## src/hdl/env_sensor_compensation_macros.svh

```systemverilog
// Assertion macros shared by the environmental sensor compensation RTL.
`ifndef ENV_SENSOR_COMPENSATION_MACROS_SVH
`define ENV_SENSOR_COMPENSATION_MACROS_SVH

// Same-cycle implication, clocked on i_clk, off during reset.
`define ESC_ASSERT_IMPL(name, pre, post) \
    name: assert property (@(posedge i_clk) disable iff (!i_rst_n) (pre) |-> (post)) \
        else $error("esc assertion failed");

// Next-cycle implication, clocked on i_clk, off during reset.
`define ESC_ASSERT_NEXT(name, pre, post) \
    name: assert property (@(posedge i_clk) disable iff (!i_rst_n) (pre) |=> (post)) \
        else $error("esc assertion failed");

`endif

```

## src/hdl/esc_pkg.sv

```systemverilog
// Types and constants for the environmental sensor compensation pipeline.
package esc_pkg;

    typedef enum logic [2:0] {
        CFG_CALIB_A    = 3'd0,
        CFG_CALIB_B    = 3'd1,
        CFG_CALIB_C    = 3'd2,
        CFG_CALIB_D    = 3'd3,
        CFG_CALIB_LAST = 3'd4
    } t_cfg_idx;

    typedef struct packed {
        logic [19:0] raw_temperature;
        logic [19:0] raw_pressure;
        logic [15:0] raw_humidity;
    } t_in;

    typedef struct packed {
        logic signed [31:0] temperature_centi;
        logic [31:0]        pressure_q24_8;
        logic               pressure_valid;
        logic [16:0]        humidity_q22_10;
    } t_out;

    typedef struct packed {
        logic signed [31:0] temp;
        logic [16:0]        hum;
    } t_side;

    typedef struct packed {
        logic [15:0]        t1;
        logic signed [15:0] t2;
        logic signed [15:0] t3;
        logic [15:0]        p1;
        logic signed [15:0] p2;
        logic signed [15:0] p3;
        logic signed [15:0] p4;
        logic signed [15:0] p5;
        logic signed [15:0] p6;
        logic signed [15:0] p7;
        logic signed [15:0] p8;
        logic signed [15:0] p9;
        logic [7:0]         h1;
        logic signed [15:0] h2;
        logic [7:0]         h3;
        logic signed [11:0] h4;
        logic signed [11:0] h5;
        logic signed [7:0]  h6;
    } t_calib;

    localparam int C_DIV_BITS = 64;

    localparam logic signed [31:0] C_T_MUL        = 32'sd5;
    localparam logic signed [31:0] C_T_RND        = 32'sd128;
    localparam logic signed [32:0] C_P_TFINE_OFS  = 33'sd128000;
    localparam logic signed [63:0] C_P_BIAS       = 64'sh0000_8000_0000_0000;
    localparam logic [20:0]        C_P_RAW_FULL   = 21'd1048576;
    localparam logic signed [13:0] C_P_SCALE      = 14'sd3125;
    localparam logic signed [31:0] C_H_TFINE_OFS  = 32'sd76800;
    localparam logic signed [31:0] C_H_A_RND      = 32'sd16384;
    localparam logic signed [31:0] C_H_C_OFS      = 32'sd32768;
    localparam logic signed [31:0] C_H_B_OFS      = 32'sd2097152;
    localparam logic signed [31:0] C_H_B_RND      = 32'sd8192;
    localparam logic signed [31:0] C_H_MAX        = 32'sd419430400;

endpackage

```

## src/hdl/esc_calib.sv

```systemverilog
// Calibration byte registers and coefficient decode.
module esc_calib import esc_pkg::*; (
    input  logic        i_clk,
    input  logic        i_rst_n,
    input  logic        i_cfg_wr_en,
    input  logic [2:0]  i_cfg_index,
    input  logic [63:0] i_cfg_wdata,
    output t_calib      o_cal
);

    logic [63:0]  r_bytes [0:3];
    logic [7:0]   r_last;
    logic [263:0] w_cb;

    always_ff @(posedge i_clk) begin
        if (!i_rst_n) begin
            r_bytes[0] <= '0;
            r_bytes[1] <= '0;
            r_bytes[2] <= '0;
            r_bytes[3] <= '0;
            r_last     <= '0;
        end else if (i_cfg_wr_en) begin
            unique case (t_cfg_idx'(i_cfg_index))
                CFG_CALIB_A:    r_bytes[0] <= i_cfg_wdata;
                CFG_CALIB_B:    r_bytes[1] <= i_cfg_wdata;
                CFG_CALIB_C:    r_bytes[2] <= i_cfg_wdata;
                CFG_CALIB_D:    r_bytes[3] <= i_cfg_wdata;
                CFG_CALIB_LAST: r_last     <= i_cfg_wdata[7:0];
                default: ;
            endcase
        end
    end

    assign w_cb = {r_last, r_bytes[3], r_bytes[2], r_bytes[1], r_bytes[0]};

    always_comb begin
        o_cal.t1 = w_cb[15:0];
        o_cal.t2 = w_cb[31:16];
        o_cal.t3 = w_cb[47:32];
        o_cal.p1 = w_cb[63:48];
        o_cal.p2 = w_cb[79:64];
        o_cal.p3 = w_cb[95:80];
        o_cal.p4 = w_cb[111:96];
        o_cal.p5 = w_cb[127:112];
        o_cal.p6 = w_cb[143:128];
        o_cal.p7 = w_cb[159:144];
        o_cal.p8 = w_cb[175:160];
        o_cal.p9 = w_cb[191:176];
        o_cal.h1 = w_cb[207:200];
        o_cal.h2 = w_cb[223:208];
        o_cal.h3 = w_cb[231:224];
        o_cal.h4 = {w_cb[239:232], w_cb[243:240]};
        o_cal.h5 = {w_cb[255:248], w_cb[247:244]};
        o_cal.h6 = w_cb[263:256];
    end

endmodule

```

## config.mk

```make
export PLATFORM = sky130hd
export DESIGN_NAME = esc_calib
export DESIGN_NICKNAME = d
export VERILOG_FILES = /design/src/hdl/env_sensor_compensation_macros.svh /design/src/hdl/esc_pkg.sv /design/src/hdl/esc_calib.sv
export SDC_FILE = /design/constraint.sdc
export NUM_CORES = 1
export LEC_CHECK = 0
export BUFFER_PORTS_ARGS = -buffer_cell sky130_fd_sc_hd__clkbuf_2
export CAP_MARGIN = 10
export CORE_MARGIN = 2
export CORE_UTILIZATION = 46
export CTS_BUF_LIST = sky130_fd_sc_hd__clkbuf_4 sky130_fd_sc_hd__clkbuf_8 sky130_fd_sc_hd__clkbuf_16
export CTS_CLUSTER_DIAMETER = 200
export DETAILED_ROUTE_END_ITERATION = 7
export PLACE_DENSITY = 0.86
export SETUP_SLACK_MARGIN = 0.1
export SLEW_MARGIN = 20
export SYNTH_ARGS = -nofsm -noshare
export SYNTH_HDL_FRONTEND = slang
export SYNTH_SLANG_ARGS = --single-unit
```

## constraint.sdc

```tcl
create_clock -name i_clk -period 6.7 [get_ports i_clk]
set_clock_uncertainty 0.15 [all_clocks]
set_input_delay 1.34 -clock i_clk [delete_from_list [all_inputs] [get_ports i_clk]]
set_output_delay 1.34 -clock i_clk [all_outputs]
set_load 0.01 [all_outputs]
```

======== Yosys cells after proc, flatten, opt, wreduce, memory -nomap -nowiden ========
Memories as Yosys holds them, arrays and structs flattened.
Cells that the tools add are included.
storage, ports and cells
  bits in registers ....................... 8
  RAM bits ................................ 256
  bits of input ports ..................... 70
  output and inout port bits .............. 256
  logic and storage cells ................. 33
  memories kept ........................... 1
memory list
  memory   words  bits a word  read ports  clocked after memory_dff  write ports  line             RTL
  r_bytes  4      64           4           0                         4            esc_calib.sv:11  logic [63:0] r_bytes [0:3];
cells by class
  eq/ne operators ......................... 4
  mux-type cells .......................... 21
  bitwise operators ....................... 4
  reduce and logical (&&, ||, !) cells .... 2
operators by type and width
  operator                                                          count
  64-bit 2-to-1 mux                                                 4
  1-bit 2-to-1 mux                                                  17
  3-bit by 2-bit == test with 1-bit output (second input constant)  2
  1-bit bitwise OR                                                  4
  3-bit by 1-bit == test with 1-bit output (second input constant)  1
  3-bit == test (second input constant)                             1
  3-bit logical NOT                                                 1
  2-bit AND reduction                                               1

======== Logic depth before layout (Yosys ltp) ========
  word-level depth ........................ 6
  mapped depth ............................ 4
  depth with buffers taken out ............ 2

======== Worst setup path before layout ========
Ideal clock, no wire load.
  kind .................................... input port to flip-flop
  start ................................... input port i_cfg_index[1]
  end ..................................... memory r_bytes[0][0] (enable)
  library setup time ...................... 582 ps
  data arrival time ....................... 6459 ps
  required time ........................... 5968 ps
  setup slack ............................. -490 ps
  stages on the path ...................... 3
  path buffers ............................ 1
  path through ............................ nand2b_1 clkbuf_1 o31ai_1
RTL lines
  item             line             RTL
  start, declared  esc_calib.sv:6   input logic [2:0] i_cfg_index,
  end, declared    esc_calib.sv:11

==> reports/results.ini <==
[run_status]
outcome = finished, final reports clean

[final_layout]
antenna_cells = 0
multi_input_area_mm2 = 0.002123
final_common_cell = clkbuf_2
final_nets = 1037
final_cells = 1264
final_cell_area_mm2 = 0.01289
areaGrowthSynthToFinish_pct = 26.16
final_cell_mix = clkbuf_2 (325), edfxtp_1 (248), nor3_1 (128), nor3_2 (120), inv_1 (64)
drive_gt1_share_pct = 51.22
post-route-util_pct = 59.06
n_fill_cell = 1668
seqCellArea_mm2 = 0.007607

[setup_path]
cpMaxStageDelayCell = o21ai_4
crit_required_ps = 6700
crit_chain = clkbuf_2, nand2b_4, o21ai_4, buf_4
cp-start-kind = input pin
r2r-start = r_last[1]
r2r_cells = 2
startpoint = i_cfg_index[1]
arrival_ps = 3620
critPathMaxFanout = 62
r2r-end = r_last[1]
endpoint = r_bytes[1][40]
worst-setup-path-type = in2reg
end_kind = flip-flop
slowest_delay_ps = 970
reg2reg_slack_ps = 5930

[sta]
hold_violations = 0
period_needed_ps = 3623
whs_ps = 312.0
fmax_mhz = 276.0
setup_viol = 0
fin_crit_sh_pct = 54.07
slew_violations = 0
grt_setup_unrepaired = false
timing.slew.headroom_pct = 33.64
setup_slack_ps = 3077
setup_tns_ps = 0
tightest_slew_ps = 995.4

[clock_tree]
clk_pin_slew_ps = 60
htree_levels = 1
cts_tree = yes
cts_root_buf = clkbuf_16
cts_resized = 0
cts.sinks = 256
cts_buffers = 26
clock_path_buffers = 3
ctsHoldBuffers = 0
clkLatencyLatePin_ps = 510
postCtsSetupRepairBufs = 0

[pwr]
p_sw_share_pct = 23.26
switchingPower_uw = 844.8
power.internal_mw = 2.787
p_total_mw = 3.632
pwr-share-clk_pct = 38.3
power.density_mw_per_mm2 = 281.7
ir_drop_uv = 140.9
combPwrFrac_pct = 9.5
p_leak_nw = 4.936
pwr-share-seq_pct = 52.1

[grt]
grt_util_met1_pct = 26.74
grt_usage_pct = 21.13
antenna_found_initial = 0
first_global_vias = 6554
grt_max_degree = 129
overflow = 0
use_met3_pct = 3.374
met2_usage_pct = 36.27
busiest_layer = met2
grt_pass1_wl_mm = 39.03

[synth]
synth_top_family_by_area = simple AND/OR/NAND/NOR gates
syn-mean-instance-area_um2 = 15.50
synth-seq-cells = 256
synthCells = 659
synth_compound_area_share_pct = 0.2449
syn_nets = 729
yosysUniqueCellTypes = 18
synth-simple-area-share_pct = 19.03
syn_area_mm2 = 0.01022
yosysWarnings = 0
synthAdderAreaFrac_pct = 0
synth_xor_area_share_pct = 0
yosysSeqAreaShare_pct = 74.46
synthMuxAreaShare_pct = 0.7837

[placed_design]
placed_cell_area_mm2 = 0.01206
hpwl_mm = 16.74
io_buffers = 325
gp_congestion = 0.8279
pre_cts_ws_ps = 2496
dp_cells = 1218

[route]
dr.pass1.iters = 4
drcViolationCount = 0
final_antenna_net_count = 0
drt-total-wl_mm = 25.25
routedWlPerCell_um = 19.98
drtIter0Drc = 449
num_vias = 6636
viasPerCell = 5.250

[run]
cap_violations = 0

[floorplanning]
initial_core_util_pct = 46.82
die_h_um = 153.0
fp-row-count = 54
design.die.area_mm2 = 0.02342
die_x_um = 153.0
io_pins = 326
core_mm2 = 0.02182

[hold_path]
hold_path.class = reg2reg

## cells in the mapped netlist
library cell  count  area (µm²)
nand3b_1          1       7.510
clkbuf_1         19       71.32
edfxtp_1        248        7447
o21ai_0           2       10.01
or3b_1            1       8.760
buf_6             8       90.09
mux2i_1           8       80.08
nand2_1          17       63.81
dfxtp_1           8       160.2
buf_2            22       110.1
nor4bb_1          1       10.01
nor3_1          128       640.6
buf_1             3       11.26
nand2b_1          2       12.51
nor3_2          120        1201
inv_1            64       240.2
buf_4             5       37.54
o31ai_1           2       15.01
## cells by family (layout without fill, tap and decap cells)
group                  after synthesis  count (layout)
AND/OR/NAND/NOR                    270             270
flip-flops                         256             256
buffers and inverters              121             446
multiplexers                         8               8
AO/OA/AOI/OAI                        4               4
## state kept, by name (all words and copies together), names as in the netlist
name and flops:
r_last 8, r_bytes 248
## routing by layer
layer  up-vias  routed length, µm
met4         0               1060
met2       299              13100
li1       3028                  -
met5         -                  0
met1      3239               9553
met3        70               1535
## cell type report
class | instances | share of cell area [%]
clock buffer | 32 | 5.533
tap | 280 | 2.718
inverter | 64 | 1.864
clock inverter | 13 | 0.8542
timing repair buffer | 337 | 13.54
sequential | 256 | 59.02
multi-input combinational | 282 | 16.47
## worst min-delay path by stage
stage                          from         to  cells after the start
after global placement    r_last[4]  r_last[4]                      2
after detailed placement  r_last[7]  r_last[7]                      2
after floorplan           r_last[0]  r_last[0]                      2
final                     r_last[7]  r_last[7]                      2
after global routing      r_last[4]  r_last[4]                      2
after CTS                 r_last[7]  r_last[7]                      2
## critical path: cells and delay by family
family | cells | cell delay [ps]
AOI/OAI and AO/OA | 1 | 970
buffers and inverters | 2 | 700
and+or+nand+nor | 1 | 540
## power groups by stage
stage	Clock (mW)	Sequential [mW]	Combinational (mW)
after floorplan	0	1.99	0.116
after global placement	0	1.92	0.342
after detailed placement	0	1.93	0.348
after CTS	1.42	1.89	0.350
after global routing	1.48	1.90	0.370
final	1.39	1.89	0.346
Note: power is estimated with default switching activity, not from simulation.
